[config.mk]
export PLATFORM = sky130hd
export DESIGN_NAME = genre_line_field_locator
export DESIGN_NICKNAME = d
export VERILOG_FILES = /design/src/hdl/gllf_pkg.sv /design/src/hdl/gllf_front.sv /design/src/hdl/gllf_queue.sv /design/src/hdl/gllf_back.sv /design/src/hdl/genre_line_field_locator.sv
export SDC_FILE = /design/constraint.sdc
export NUM_CORES = 1
export LEC_CHECK = 0
export BUFFER_PORTS_ARGS = -buffer_cell sky130_fd_sc_hd__buf_2
export CAP_MARGIN = 20
export CORE_UTILIZATION = 54
export CTS_CLUSTER_DIAMETER = 150
export DETAILED_ROUTE_END_ITERATION = 10
export GPL_ROUTABILITY_DRIVEN = 0
export PLACE_DENSITY = 0.79
export SYNTH_ARGS = -nofsm -noshare
export SYNTH_HDL_FRONTEND = slang
export SYNTH_SLANG_ARGS = --single-unit
[constraint.sdc]
create_clock -name aclk -period 5 [get_ports aclk]
set_input_delay 0 -clock aclk [delete_from_list [all_inputs] [get_ports aclk]]
set_output_delay 0 -clock aclk [all_outputs]
set_load 0.1 [all_outputs]
[src/hdl/gllf_pkg.sv]
// Shared types and constants for the listing line field locator.
// No dependencies.
package gllf_pkg;

    localparam int CHAR_W  = 8;
    localparam int TOTAL_W = 13;
    localparam int START_W = 12;
    localparam int LEN_W   = 13;
    localparam int KIND_W  = 3;

    typedef logic [KIND_W-1:0] kind_t;

    localparam kind_t KIND_TITLE    = 3'd0;
    localparam kind_t KIND_YEAR     = 3'd1;
    localparam kind_t KIND_TYPE     = 3'd2;
    localparam kind_t KIND_SUBTITLE = 3'd3;
    localparam kind_t KIND_GENRE    = 3'd4;
    localparam kind_t KIND_NONE     = 3'd5;

    localparam logic [CHAR_W-1:0] CH_QUOTE  = 8'h22;
    localparam logic [CHAR_W-1:0] CH_LPAREN = 8'h28;
    localparam logic [CHAR_W-1:0] CH_RPAREN = 8'h29;
    localparam logic [CHAR_W-1:0] CH_LBRACE = 8'h7B;
    localparam logic [CHAR_W-1:0] CH_RBRACE = 8'h7D;
    localparam logic [CHAR_W-1:0] CH_TAB    = 8'h09;

    typedef struct packed {
        kind_t kind;
        logic  line_done;
        logic  truncated;
    } rec_meta_t;

endpackage

[src/hdl/gllf_front.sv]
// Front end: takes one character per request, keeps the parse state and
// classifies delimiters into field records. Depends on gllf_pkg.
module gllf_front import gllf_pkg::*; #(
    parameter int MAX_LINE = 4096,
    parameter int CW       = 13
) (
    input  logic               aclk,
    input  logic               aresetn,
    input  logic               in_valid,
    output logic               in_ready,
    input  logic [CHAR_W-1:0]  char_code,
    input  logic [TOTAL_W-1:0] line_length,
    input  logic               line_last,
    input  logic               q_full,
    output logic               push,
    output rec_meta_t          rec_meta,
    output logic [CW-1:0]      rec_start,
    output logic [CW-1:0]      rec_want,
    output logic [TOTAL_W-1:0] rec_total
);

    localparam logic [CW-1:0] MAX_C = CW'(MAX_LINE);

    logic [CW-1:0] pos_reg, pos_next;
    logic [CW-1:0] start_reg, start_next;
    logic [CW-1:0] run_reg, run_next;
    logic quote_reg, quote_next;
    logic brace_reg, brace_next;
    logic year_open_reg, year_open_next;
    logic type_open_reg, type_open_next;
    logic is_film_reg, is_film_next;
    logic title_found_reg, title_found_next;
    logic year_found_reg, year_found_next;
    logic armed_reg, armed_next;
    logic skip_reg, skip_next;
    logic ovf_reg, ovf_next;

    logic          accept;
    logic          found;
    kind_t         kind;
    logic [CW-1:0] run_inc;
    logic [CW-1:0] idx1;

    assign in_ready = !q_full;
    assign accept   = in_valid && in_ready;
    assign run_inc  = (run_reg < MAX_C) ? run_reg + CW'(1) : run_reg;
    assign idx1     = pos_reg + CW'(1);

    always_comb begin
        pos_next         = pos_reg;
        start_next       = start_reg;
        run_next         = run_reg;
        quote_next       = quote_reg;
        brace_next       = brace_reg;
        year_open_next   = year_open_reg;
        type_open_next   = type_open_reg;
        is_film_next     = is_film_reg;
        title_found_next = title_found_reg;
        year_found_next  = year_found_reg;
        armed_next       = armed_reg;
        skip_next        = skip_reg;
        ovf_next         = ovf_reg;
        found            = 1'b0;
        kind             = KIND_NONE;
        if (pos_reg >= MAX_C) begin
            ovf_next = 1'b1;
        end else begin
            pos_next = idx1;
            if (!skip_reg) begin
                run_next = run_inc;
                unique case (char_code)
                    CH_QUOTE: begin
                        is_film_next = 1'b0;
                        if (!quote_reg) begin
                            quote_next = 1'b1;
                            start_next = idx1;
                            run_next   = '0;
                        end else begin
                            found      = 1'b1;
                            kind       = KIND_TITLE;
                            run_next   = '0;
                            quote_next = 1'b0;
                        end
                    end
                    CH_LPAREN: begin
                        if (!quote_reg && !brace_reg) begin
                            if (is_film_reg && !title_found_reg) begin
                                found            = 1'b1;
                                kind             = KIND_TITLE;
                                title_found_next = 1'b1;
                            end
                            if (!year_open_reg && !year_found_reg) begin
                                year_open_next = 1'b1;
                                start_next     = idx1;
                                run_next       = '0;
                            end
                            if (is_film_reg && year_found_reg && !type_open_reg) begin
                                type_open_next = 1'b1;
                                start_next     = idx1;
                                run_next       = '0;
                            end
                        end
                    end
                    CH_RPAREN: begin
                        if (!quote_reg && !brace_reg) begin
                            if (year_open_reg && !type_open_reg && !year_found_reg) begin
                                found           = 1'b1;
                                kind            = KIND_YEAR;
                                run_next        = '0;
                                year_open_next  = 1'b0;
                                year_found_next = 1'b1;
                            end else if (type_open_reg && year_found_reg) begin
                                found          = 1'b1;
                                kind           = KIND_TYPE;
                                run_next       = '0;
                                type_open_next = 1'b0;
                            end
                        end
                    end
                    CH_LBRACE: begin
                        if (!brace_reg) begin
                            brace_next = 1'b1;
                            start_next = idx1;
                            run_next   = '0;
                        end
                    end
                    CH_RBRACE: begin
                        if (brace_reg) begin
                            found      = 1'b1;
                            kind       = KIND_SUBTITLE;
                            run_next   = '0;
                            brace_next = 1'b0;
                        end
                    end
                    CH_TAB: begin
                        armed_next = 1'b1;
                        start_next = idx1;
                    end
                    default: begin
                        if (armed_reg) begin
                            found      = 1'b1;
                            kind       = KIND_GENRE;
                            run_next   = '0;
                            armed_next = 1'b0;
                            skip_next  = 1'b1;
                        end
                    end
                endcase
            end
        end
    end

    // run_inc is at least one whenever a field is reported
    assign push               = accept && (found || line_last);
    assign rec_meta.kind      = kind;
    assign rec_meta.line_done = line_last;
    assign rec_meta.truncated = ovf_next;
    assign rec_start          = start_reg;
    assign rec_want           = run_inc - CW'(1);
    assign rec_total          = line_length;

    always_ff @(posedge aclk) begin
        if (!aresetn || (accept && line_last)) begin
            pos_reg         <= '0;
            start_reg       <= '0;
            run_reg         <= '0;
            quote_reg       <= 1'b0;
            brace_reg       <= 1'b0;
            year_open_reg   <= 1'b0;
            type_open_reg   <= 1'b0;
            is_film_reg     <= 1'b1;
            title_found_reg <= 1'b0;
            year_found_reg  <= 1'b0;
            armed_reg       <= 1'b0;
            skip_reg        <= 1'b0;
            ovf_reg         <= 1'b0;
        end else if (accept) begin
            pos_reg         <= pos_next;
            start_reg       <= start_next;
            run_reg         <= run_next;
            quote_reg       <= quote_next;
            brace_reg       <= brace_next;
            year_open_reg   <= year_open_next;
            type_open_reg   <= type_open_next;
            is_film_reg     <= is_film_next;
            title_found_reg <= title_found_next;
            year_found_reg  <= year_found_next;
            armed_reg       <= armed_next;
            skip_reg        <= skip_next;
            ovf_reg         <= ovf_next;
        end
    end

endmodule

[src/hdl/gllf_queue.sv]
// Two-entry record queue between front and back end.
// Imports gllf_pkg but uses none of its items.
module gllf_queue import gllf_pkg::*; #(
    parameter int W = 48
) (
    input  logic         aclk,
    input  logic         aresetn,
    input  logic         push,
    input  logic [W-1:0] wr_data,
    output logic         full,
    input  logic         pop,
    output logic         head_valid,
    output logic [W-1:0] rd_data
);

    logic [W-1:0] mem_reg [2];
    logic         wr_ptr_reg;
    logic         rd_ptr_reg;
    logic [1:0]   count_reg;

    assign full       = (count_reg == 2'd2);
    assign head_valid = (count_reg != 2'd0);
    assign rd_data    = mem_reg[rd_ptr_reg];

    always_ff @(posedge aclk) begin
        if (push) begin
            mem_reg[wr_ptr_reg] <= wr_data;
        end
    end

    always_ff @(posedge aclk) begin
        if (!aresetn) begin
            wr_ptr_reg <= 1'b0;
            rd_ptr_reg <= 1'b0;
            count_reg  <= 2'd0;
        end else begin
            if (push) begin
                wr_ptr_reg <= !wr_ptr_reg;
            end
            if (pop) begin
                rd_ptr_reg <= !rd_ptr_reg;
            end
            unique case ({push, pop})
                2'b10:   count_reg <= count_reg + 2'd1;
                2'b01:   count_reg <= count_reg - 2'd1;
                default: count_reg <= count_reg;
            endcase
        end
    end

endmodule

[src/hdl/gllf_back.sv]
// Back end: works out field lengths and holds the result register.
// Depends on gllf_pkg.
module gllf_back import gllf_pkg::*; #(
    parameter int CW = 13
) (
    input  logic               aclk,
    input  logic               aresetn,
    input  logic               head_valid,
    output logic               pop,
    input  rec_meta_t          rec_meta,
    input  logic [CW-1:0]      rec_start,
    input  logic [CW-1:0]      rec_want,
    input  logic [TOTAL_W-1:0] rec_total,
    output logic               m_tvalid,
    input  logic               m_tready,
    output logic [31:0]        m_tdata,
    output logic [3:0]         m_tuser,
    output logic               m_tlast
);

    localparam int LW = (CW > TOTAL_W) ? CW : TOTAL_W;

    logic [LW-1:0] tot_x, st_x, want_x, room, len;
    logic [START_W-1:0] start_o;
    logic [LEN_W-1:0]   len_o;

    logic               m_valid_reg;
    logic [START_W-1:0] start_reg;
    logic [LEN_W-1:0]   len_reg;
    rec_meta_t          meta_reg;

    assign tot_x  = LW'(rec_total);
    assign st_x   = LW'(rec_start);
    assign want_x = LW'(rec_want);
    assign room   = (tot_x >= st_x) ? tot_x - st_x : '0;

    always_comb begin
        if (rec_meta.kind == KIND_GENRE) begin
            len = room;
        end else begin
            len = (want_x < room) ? want_x : room;
        end
        if (rec_meta.kind == KIND_NONE) begin
            start_o = '0;
            len_o   = '0;
        end else begin
            start_o = START_W'(rec_start);
            len_o   = LEN_W'(len);
        end
    end

    assign pop = head_valid && (!m_valid_reg || m_tready);

    always_ff @(posedge aclk) begin
        if (!aresetn) begin
            m_valid_reg <= 1'b0;
        end else if (!m_valid_reg || m_tready) begin
            m_valid_reg <= head_valid;
        end
    end

    always_ff @(posedge aclk) begin
        if (pop) begin
            start_reg <= start_o;
            len_reg   <= len_o;
            meta_reg  <= rec_meta;
        end
    end

    assign m_tvalid = m_valid_reg;
    assign m_tdata  = {7'd0, len_reg, start_reg};
    assign m_tuser  = {meta_reg.truncated, meta_reg.kind};
    assign m_tlast  = meta_reg.line_done;

endmodule

[src/hdl/genre_line_field_locator.sv]
// Listing line field locator: one character per cycle in while the queue has room, field records out.
// An accepted character's record passes through the queue and then the result register to m_tvalid.
// Throughput: one character per cycle while the queue is not full.
// A two-entry queue lets input run on while the result register is stalled.
// Reset (aresetn low, synchronous) clears the parse state and the queue.
// Depends on gllf_pkg, gllf_front, gllf_queue, gllf_back.
module genre_line_field_locator import gllf_pkg::*; #(
    parameter int MAX_LINE = 4096
) (
    input  logic        aclk,
    input  logic        aresetn,
    input  logic        s_tvalid,
    output logic        s_tready,
    input  logic [23:0] s_tdata,   // char_code [7:0], line_length [20:8]
    input  logic        s_tlast,   // line_last
    output logic        m_tvalid,
    input  logic        m_tready,
    output logic [31:0] m_tdata,   // field_start [11:0], field_length [24:12]
    output logic [3:0]  m_tuser,   // field_kind [2:0], truncated [3]
    output logic        m_tlast    // line_done
);

    localparam int CW = $clog2(MAX_LINE + 1);
    localparam int MW = $bits(rec_meta_t);
    localparam int RW = TOTAL_W + 2 * CW + MW;

    logic               push, q_full, pop, head_valid;
    rec_meta_t          f_meta, b_meta;
    logic [CW-1:0]      f_start, f_want, b_start, b_want;
    logic [TOTAL_W-1:0] f_total, b_total;
    logic [RW-1:0]      wr_data, rd_data;

    gllf_front #(.MAX_LINE(MAX_LINE), .CW(CW)) u_front (
        .aclk        (aclk),
        .aresetn     (aresetn),
        .in_valid    (s_tvalid),
        .in_ready    (s_tready),
        .char_code   (s_tdata[CHAR_W-1:0]),
        .line_length (s_tdata[CHAR_W+TOTAL_W-1:CHAR_W]),
        .line_last   (s_tlast),
        .q_full      (q_full),
        .push        (push),
        .rec_meta    (f_meta),
        .rec_start   (f_start),
        .rec_want    (f_want),
        .rec_total   (f_total)
    );

    assign wr_data = {f_total, f_want, f_start, f_meta};

    gllf_queue #(.W(RW)) u_queue (
        .aclk       (aclk),
        .aresetn    (aresetn),
        .push       (push),
        .wr_data    (wr_data),
        .full       (q_full),
        .pop        (pop),
        .head_valid (head_valid),
        .rd_data    (rd_data)
    );

    assign b_meta  = rd_data[MW-1:0];
    assign b_start = rd_data[MW+CW-1:MW];
    assign b_want  = rd_data[MW+2*CW-1:MW+CW];
    assign b_total = rd_data[RW-1:MW+2*CW];

    gllf_back #(.CW(CW)) u_back (
        .aclk       (aclk),
        .aresetn    (aresetn),
        .head_valid (head_valid),
        .pop        (pop),
        .rec_meta   (b_meta),
        .rec_start  (b_start),
        .rec_want   (b_want),
        .rec_total  (b_total),
        .m_tvalid   (m_tvalid),
        .m_tready   (m_tready),
        .m_tdata    (m_tdata),
        .m_tuser    (m_tuser),
        .m_tlast    (m_tlast)
    );

endmodule
# Word level (Yosys, flattened, before mapping)
# Memory sizes are Yosys's and may differ from the RTL's. A register that Yosys moved wholly into a read port is not among the register bits.
# Index checks and enable logic that the tools add are counted.
dict set report word_totals {
  mem_bits_rw 88
  input_bits 29
  mem_count 1
  register_bits 84
  out_inout_bits 39
}
dict set report classes {
  n_bitwise 3
  mux 64
  n_reduce_logical 44
  n_eq_ne 21
  add_sub_neg 6
  order_cmp 4
}
# name words word_bits rd rd_clocked_by_memory_dff wr line
set memory_table {}
lappend memory_table {u_queue.mem_reg 2 44 1 1 1 gllf_queue.sv:16} ;# logic [W-1:0] mem_reg [2];
# operator n
set op_table {}
lappend op_table {{13-bit two-way mux} 18}
lappend op_table {{13-bit one-hot mux with 6 select lines} 1}
lappend op_table {{13-bit one-hot mux with 4 select lines} 1}
lappend op_table {{1-bit two-way mux} 28}
lappend op_table {{3-bit two-way mux} 9}
lappend op_table {{13-bit by 1-bit adder with 13-bit output (second input constant)} 2}
lappend op_table {{8-bit by 6-bit equality test with 1-bit output (second input constant)} 3}
lappend op_table {{8-bit by 7-bit equality test with 1-bit output (second input constant)} 2}
lappend op_table {{8-bit AND reduction} 2}
lappend op_table {{3-bit one-hot mux with 5 select lines} 1}
lappend op_table {{13-bit >= comparator} 1}
lappend op_table {{13-bit >= comparator (second input constant)} 1}
lappend op_table {{13-bit < comparator} 1}
lappend op_table {{13-bit < comparator (second input constant)} 1}
lappend op_table {{13-bit by 1-bit subtractor with 13-bit output (second input constant)} 1}
lappend op_table {{13-bit subtractor} 1}
lappend op_table {{1-bit logical AND} 12}
lappend op_table {{2-bit by 1-bit inequality test with 1-bit output (second input constant)} 6}
lappend op_table {{4-bit AND reduction} 3}
lappend op_table {{6-bit AND reduction} 2}
lappend op_table {{1-bit zero test} 11}
lappend op_table {{9-bit AND reduction} 1}
lappend op_table {{8-bit by 4-bit equality test with 1-bit output (second input constant)} 1}
lappend op_table {{1-bit one-hot mux with 2 select lines} 4}
lappend op_table {{18 further kinds} 29}

# Logic depth before layout (Yosys ltp)
# Gate-level depths: netlist of the first run.
dict set report depth {
  depth_word 12
  mapped_depth 20
}

# By module
# From an unflattened synthesis of the first run, not the netlist that was laid out.
dict set report unflattened {
  hier_cells 835
  area_unflattened_um2 9316.4
}
# module instances cells_each area_each_um2
set modules_own_cells {}
lappend modules_own_cells {gllf_front 1 433 3534.6}
lappend modules_own_cells {gllf_queue 1 159 3382.0}
lappend modules_own_cells {gllf_back 1 243 2399.8}

# Worst setup path before layout of the first run
# OpenSTA, ideal clock, no wires.
dict set report synth_timing {
  path_type {register to register}
  start {register (tool-made name)}
  end {register u_back.len_reg[11] (data pin)}
  slack_ns 0.228
  arrival_ns 4.616
  required_ns 4.844
  stages_incl_launch_ff 20
  path_buffers 3
  cell_sequence {dfxtp_1 clkbuf_1 buf_1 mux2_2 ha_1 and3_1 o21ai_0 a31oi_1 o211ai_1 nand2_1 clkbuf_1 nand2b_1 ha_1 a211oi_1 nor2_1 o31ai_1 nand4_1 o21ai_1 nand2_1 o22ai_1}
}
# item line
set synth_lines {}
lappend synth_lines {{end signal: assignment} gllf_back.sv:65} ;# len_reg <= len_o;
lappend synth_lines {{end: declaration} gllf_back.sv:29} ;# logic [LEN_W-1:0] len_reg;

==> metrics.txt, run 1 <==
slowest cell delay on critical path=between 0.5 and 0.6 ns; CTS tree=yes; clk buf depth=2; Synth Warn #=0; DP Cell Count=1006; largest net degree at the start of global routing=33; Final TNS setup=0 ns; Highest Signal Layer=met4; Post-synth ARST share=0; fmax=around 0.21 GHz; share of cells above drive strength 1=0.169; Slew headroom=0.333; Pleak=about 3.5 nW; period utilization=0.934; Final Skew=between 0.01 and 0.015 ns; Req. time, crit path=around 5.2 ns; CTS H-tree depth=4; floorplan core area=between 0.015 and 0.02 mm^2; flops & latches, synth=between 150 and 200; cell mode on critical path=o21ai_0; DPL Wire Length=~12 mm; initial antenna violation count=0; nets=just under 900; Setup Crit Path Kind=reg -> reg; DRC Markers=0; Synth Area in Simple Gates=0.153; Synth area leaders=edfxtp_1, dfxtp_1, ha_1, mux2i_1, xnor2_1; most frequent cells after synthesis=edfxtp_1, nor2_1, dfxtp_1; Die H=~130 um; average wire per standard cell=approximately 16 um; crit path time final=around 4.7 ns; FF-to-FF setup slack=0.33 ns; reg-to-reg endpoint=u_back.len_reg[0]; total wire length=17.1 mm; post-synthesis compound-gate area fraction=0.102; Clock power frac=0.217; status=finished, final reports clean; Net Sw Power=about 2.4 mW; IO Port Bufs=57; drt first pass iters=8; RSZ-0062 raised after global routing=no; largest family of logic cells by synthesized area=simple AND/OR/NAND/NOR gates; root buffer cell=clkbuf_16; top cell type's share of synthesized area=0.412; DR vias/cell=between 5 and 6; crit path max fanout=22; DRT iter0 DRCs=560; clk_lat worst skew=0.43 ns; post-synth cell types=70; DRT antenna net count=0; adder-cell area share of the yosys netlist=0.0460; Worst VDD drop=roughly 550 uV; sequential fraction of the synthesis area=0.540; gr usage total=0.222; max reg flops=just under 90; HP Class=in -> reg; met3 WL post-DR=822 um; Post-synth EDFFs=between 100 and 150; max_cap viols=0; Comb pwr share=0.439; Cell Rows=45; largest area contributor in the netlist=edfxtp_1; mapped cell area=0.00860 mm^2; top-count cell post-synth=edfxtp_1; Die X=around 130 um; met2 wire length=around 8.5 mm; antenna diode count=0; P&R area growth vs syn=14.4%; CP arrival=between 4 and 5 ns; pins over their slew limit=0; worst setup path endpoint=u_back.len_reg[0]; Setup Fix Bufs, Post-CTS=0; Pwr per Cell Area=557 mW/mm^2; endpoints failing hold=0; Int Power=3.08 mW; prevailing post-synth register cell=edfxtp_1; crit-path cells=buf_4 > mux2i_1 > ha_1 > and3_1 > o21ai_0 > a31oi_1 > o211ai_1 > nand2_1 > buf_4 > nand2_1 > ha_1 > a21oi_1 > o21ai_0 > o211ai_1 > o21ai_0 > nand3_1 > o21ai_0; die area=0.0164 mm^2; vias after detailed routing=between 6000 and 7000; Least-Margin Pin Slew=0.992 ns; final cell count without fillers=between 1000 and 1500; critical path's slowest cell=dfxtp_4; met1 WL=between 7 and 8 mm; vias in the first global route=around 5900; R2R cell count=17; Switching Fraction=0.437; endpoints failing setup=0; critical path startpoint category=register; Synth Area in XOR/XNOR=0.0611; Syn Inst Count=between 700 and 800; mux cell area share after synthesis=0.0620; CTS buffer count=17; Initial Utilization=0.560; first-pass GRT wire length=roughly 28 mm; overflow left after global routing=0; CP Capture Type=register; Flop pwr share=0.344; CTS sink count=173; Avg Synthesized Cell Area=around 11 um^2; clk slew on worst S/H paths=approximately 0.07 ns; Ports=slightly below 70
## cells in the final DEF (no fill, tap or decap), drive strengths merged, types with 5 or more instances in the layout
cell type / n
a211oi: 21
a21o: 9
a21oi: 38
a31oi: 5
and2: 11
and3: 11
buf: 71
clkbuf: 18
clkinv: 6
conb: 7
dfxtp: 55
dlygate4sd3: 19
edfxtp: 118
ha: 30
inv: 32
mux2: 18
mux2i: 33
nand2: 39
nand2b: 8
nand3: 17
nand4: 11
nor2: 72
nor2b: 7
nor3: 19
o21ai: 19
o22ai: 11
or2: 5
or3: 9
or4: 8
xnor2: 32
xor2: 28
## worst min path at each step
stage / from / to / slack, ns / depth (start not counted)
2_1_floorplan: s_tlast / u_queue.mem_reg[0][1] / 0.1 / 0
3_3_place_gp: s_tdata[14] / u_queue.mem_reg[0][37] / 0.19 / 1
3_5_place_dp: s_tdata[11] / u_queue.mem_reg[0][34] / 0.19 / 1
4_1_cts: s_tvalid / u_front.pos_reg[12] / 0.05 / 4
5_1_grt: s_tvalid / u_front.pos_reg[12] / 0.08 / 4
6_report: s_tvalid / u_front.pos_reg[12] / 0.07 / 4
## power groups by stage
stage / combinational, mW / clock, mW / sequential (mW)
after floorplan: 1.03 / 0 / 2.77
after global placement: 2.29 / 0 / 1.91
after detailed placement: 2.35 / 0 / 1.92
after CTS: 2.38 / 1.21 / 1.89
after global routing: 2.55 / 1.27 / 1.91
final: 2.40 / 1.19 / 1.89
## routing by layer
layer / GRT usage / up-vias
li1: - / 2938
met1: 0.266 / 2856
met2: 0.378 / 186
met3: 0.0505 / 42
met4: 0.101 / 0
met5: 0 / -
## through the flow
stage	hold slack [ns]	util	power [mW]	setup slack, ns	cell area, um^2
finish	0.0662	0.640	5.48	0.331	9840
global route	0.0830	0.640	5.73	0.00864	9840
CTS	0.0516	0.639	5.47	0.261	9830
global placement	0.190	0.592	4.20	0.404	9100
floorplan	0.0989	-	3.80	0.228	8620
detailed placement	0.192	0.592	4.27	0.269	9100
## area by class of cell
class / count / area (um^2)
Tap cell: 211 / 264
Clock inverter: 14 / 113
Inverter: 28 / 105
Fill cell: 1152 / 5530
Clock buffer: 18 / 429
Multi-Input combinational cell: 523 / 3700
Sequential cell: 173 / 4650
Timing Repair Buffer: 90 / 581
## what timing repair did
action                                  CTS  global route
endpoints found under the hold margin    37             0
resized for setup                         0             3
endpoints found under the setup margin    0            13
hold buffers                             19             0
## worst max-delay path, delay by kind of cell, from the launching register on
| kind | cells | cell delay (ns) |
|---|---|---|
| multiplexers | 1 | 0.34 |
| flip-flops | 1 | 0.55 |
| adder cells (fa/ha/maj) | 2 | 0.59 |
| AO/OA/AOI/OAI | 8 | 1.67 |
| buffers and inverters | 2 | 0.42 |
| AND/OR/NAND/NOR | 4 | 0.86 |
## cell families (layout without fill, tap and decap cells)
group,Yosys count,count (layout)
AND/OR/NAND/NOR,244,244
AO/OA/AOI/OAI,130,130
other,1,7
XOR/XNOR,60,60
adder cells (fa/ha/maj),31,31
multiplexers,51,51
buffers and inverters,69,150
flip-flops,173,173
No activity file was read; power rests on OpenSTA's default activity.
==> run 2: changes to the inputs <==
--- a/config.mk
+++ b/config.mk
@@ -7,10 +7,12 @@
 export LEC_CHECK = 0
 export BUFFER_PORTS_ARGS = -buffer_cell sky130_fd_sc_hd__buf_2
 export CAP_MARGIN = 20
+export CORE_ASPECT_RATIO = 1.25
 export CORE_UTILIZATION = 54
 export CTS_CLUSTER_DIAMETER = 150
 export DETAILED_ROUTE_END_ITERATION = 10
 export GPL_ROUTABILITY_DRIVEN = 0
+export MAX_ROUTING_LAYER = met4
 export PLACE_DENSITY = 0.79
 export SYNTH_ARGS = -nofsm -noshare
 export SYNTH_HDL_FRONTEND = slang
==> metrics.txt, run 2 (synthesis gave the netlist of run 1 again) <==
status=finished, final reports clean; CTS tree=yes; drt first pass iters=5 (-3); Setup Crit Path Kind=reg -> reg; critical path startpoint category=register; Pwr per Cell Area=568 mW/mm^2 (+2.0%); DRC Markers=0 (unchanged); Initial Utilization=0.552 (-0.00715); final core occ=0.633 (-0.00689); CTS H-tree depth=4 (unchanged); CTS sink count=173 (unchanged); Hold Buf Count CTS=19 (unchanged); die area=0.0164 mm^2 (about the same); Cell Rows=51 (+13%); slowest cell delay on critical path=0.43 ns (-0.12 ns); # resized after CTS=0 (unchanged); crit-path cells=buf_12 > mux2i_1 > ha_1 > nor2b_1 > o211ai_1 > a31oi_1 > o211ai_1 > nand2_1 > nand2b_1 > ha_1 > a211oi_1 > nor2_1 > o31ai_1 > and2_1 > o21ai_0 > nand3_1 > o22ai_1; Hold Path Cell Cnt=4 (unchanged); clk slew on worst S/H paths=0.07 ns (about the same); nets=888 (-0.56%); Req. time, crit path=5.15 ns (-0.06 ns); Slew headroom=0.343 (+0.00997); clk buf depth=2 (unchanged); gr usage total=0.226 (+0.00427); antenna diode count=0 (unchanged); DRT antenna net count=0 (unchanged); CTS buffer count=17 (unchanged); first-pass GRT wire length=27.5 mm (-2.4%); hold wc startpoint=s_tvalid; endpoints failing setup=0 (unchanged); period utilization=0.922 (-0.0115); critical path's slowest cell=mux2i_1; vias after detailed routing=5963 (-0.98%); crit path time final=4.61 ns (-0.0576 ns); DRT iter0 DRCs=524 (-6.4%); fmax=0.217 GHz (+1.2%); vias in the first global route=5651 (-4.8%); Multi-input gate area=0.00369 mm^2 (-0.24%); Final TNS setup=0 ns (unchanged); CP arrival=4.77 ns (-0.11 ns); Ports=68 (unchanged); IO Port Bufs=57 (unchanged); crit path max fanout=46 (+110%); most frequent cells in the layout=edfxtp_1, nor2_1, buf_2; Worst VDD drop=259 uV (-53%); FF-to-FF setup slack=0.39 ns (+0.06 ns); CP Capture Type=register; DPL Wire Length=11.3 mm (-7.0%); clk_lat worst skew=0.43 ns (about the same); Pleak=3.56 nW (+0.58%); floorplan core area=0.0156 mm^2 (+1.3%); initial antenna violation count=0 (unchanged); reg-to-reg endpoint=u_back.len_reg[8]; layout filler cell count=1218 (+5.7%); pins over their slew limit=0 (unchanged); overflow left after global routing=0 (unchanged); final cell count without fillers=1053 (-0.38%); Final Skew=0.00843 ns (-0.00284 ns); Die H=143 um (+12%); Setup Fix Bufs, Post-CTS=0 (unchanged); root buffer cell=clkbuf_16; max reg flops=88 (unchanged); max_cap viols=0 (unchanged); HP Class=in -> reg; share of cells above drive strength 1=0.163 (-0.00613); total wire length=17.0 mm (-0.49%); R2R cell count=17 (unchanged); endpoints failing hold=0 (unchanged); Die X=115 um (-10%); DR vias/cell=5.66 (-0.60%); commonest non-fill, non-tap cell in the layout=edfxtp_1; largest net degree at the start of global routing=50 (+52%); average wire per standard cell=16.1 um (-0.11%); Reg area=0.00465 mm^2 (about the same); P&R area growth vs syn=14.6%; DP Cell Count=1002 (-0.40%); Least-Margin Pin Slew=0.977 ns (-0.0148 ns); RSZ-0062 raised after global routing=no; Hold Path Sink=u_front.pos_reg[12]
==> run 2: final cells by class <==
| cell class | instances | area share |
|---|---|---|
| clock inverter | 10 | 0.0103 |
| clock buffer | 22 | 0.0503 |
| inverter | 28 | 0.0107 |
| sequential | 173 | 0.471 |
| multi-input combinational | 523 | 0.374 |
| tap | 212 | 0.0269 |
| timing repair buffer | 85 | 0.0563 |
==> run 2: how the worst max path moves through the flow <==
| stage | startpoint | endpoint | slack (ns) | cells after the start |
|---|---|---|---|---|
| finish | register | u_back.len_reg[8] | 0.39 | 17 |
| global route | register | u_back.len_reg[8] | 0.03 | 17 |
| CTS | register | u_back.len_reg[8] | 0.42 | 17 |
| detailed placement | register | u_back.len_reg[3] | 0.50 | 17 |
| global placement | register | u_back.len_reg[6] | 0.59 | 17 |
| floorplan | register | u_back.len_reg[11] | 0.23 | 19 |
==> run 2: power by group <==
part           internal (mW)  switching, mW
Sequential              1.80         0.0593
Combinational          0.629           1.80
Clock                  0.762          0.547
Total                   3.20           2.41
==> run 2: layer usage <==
layer / track usage / share of wire
met5: - / 0
met4: 0.108 / 0.035
met3: 0.0399 / 0.040
met2: 0.375 / 0.50
met1: 0.265 / 0.42
==> run 2: critical path: cells and delay by family (launching register included) <==
kind / cells / cell delay, ns
AO/OA/AOI/OAI: 7 / 1.44
buffers and inverters: 1 / 0.25
flip-flops: 1 / 0.34
multiplexers: 1 / 0.43
adder cells (fa/ha/maj): 2 / 0.60
AND/OR/NAND/NOR: 6 / 1.20
==> run 2: stage by stage <==
step	cell area [um^2]	setup WS, ns	power (mW)	hold WS [ns]
after floorplan	8620	0.228	3.80	0.0989
after global placement	9070	0.588	4.22	0.189
after detailed placement	9070	0.495	4.26	0.192
after CTS	9860	0.419	5.58	0.0404
after global routing	9860	0.0286	5.84	0.0842
final	9860	0.388	5.60	0.0443
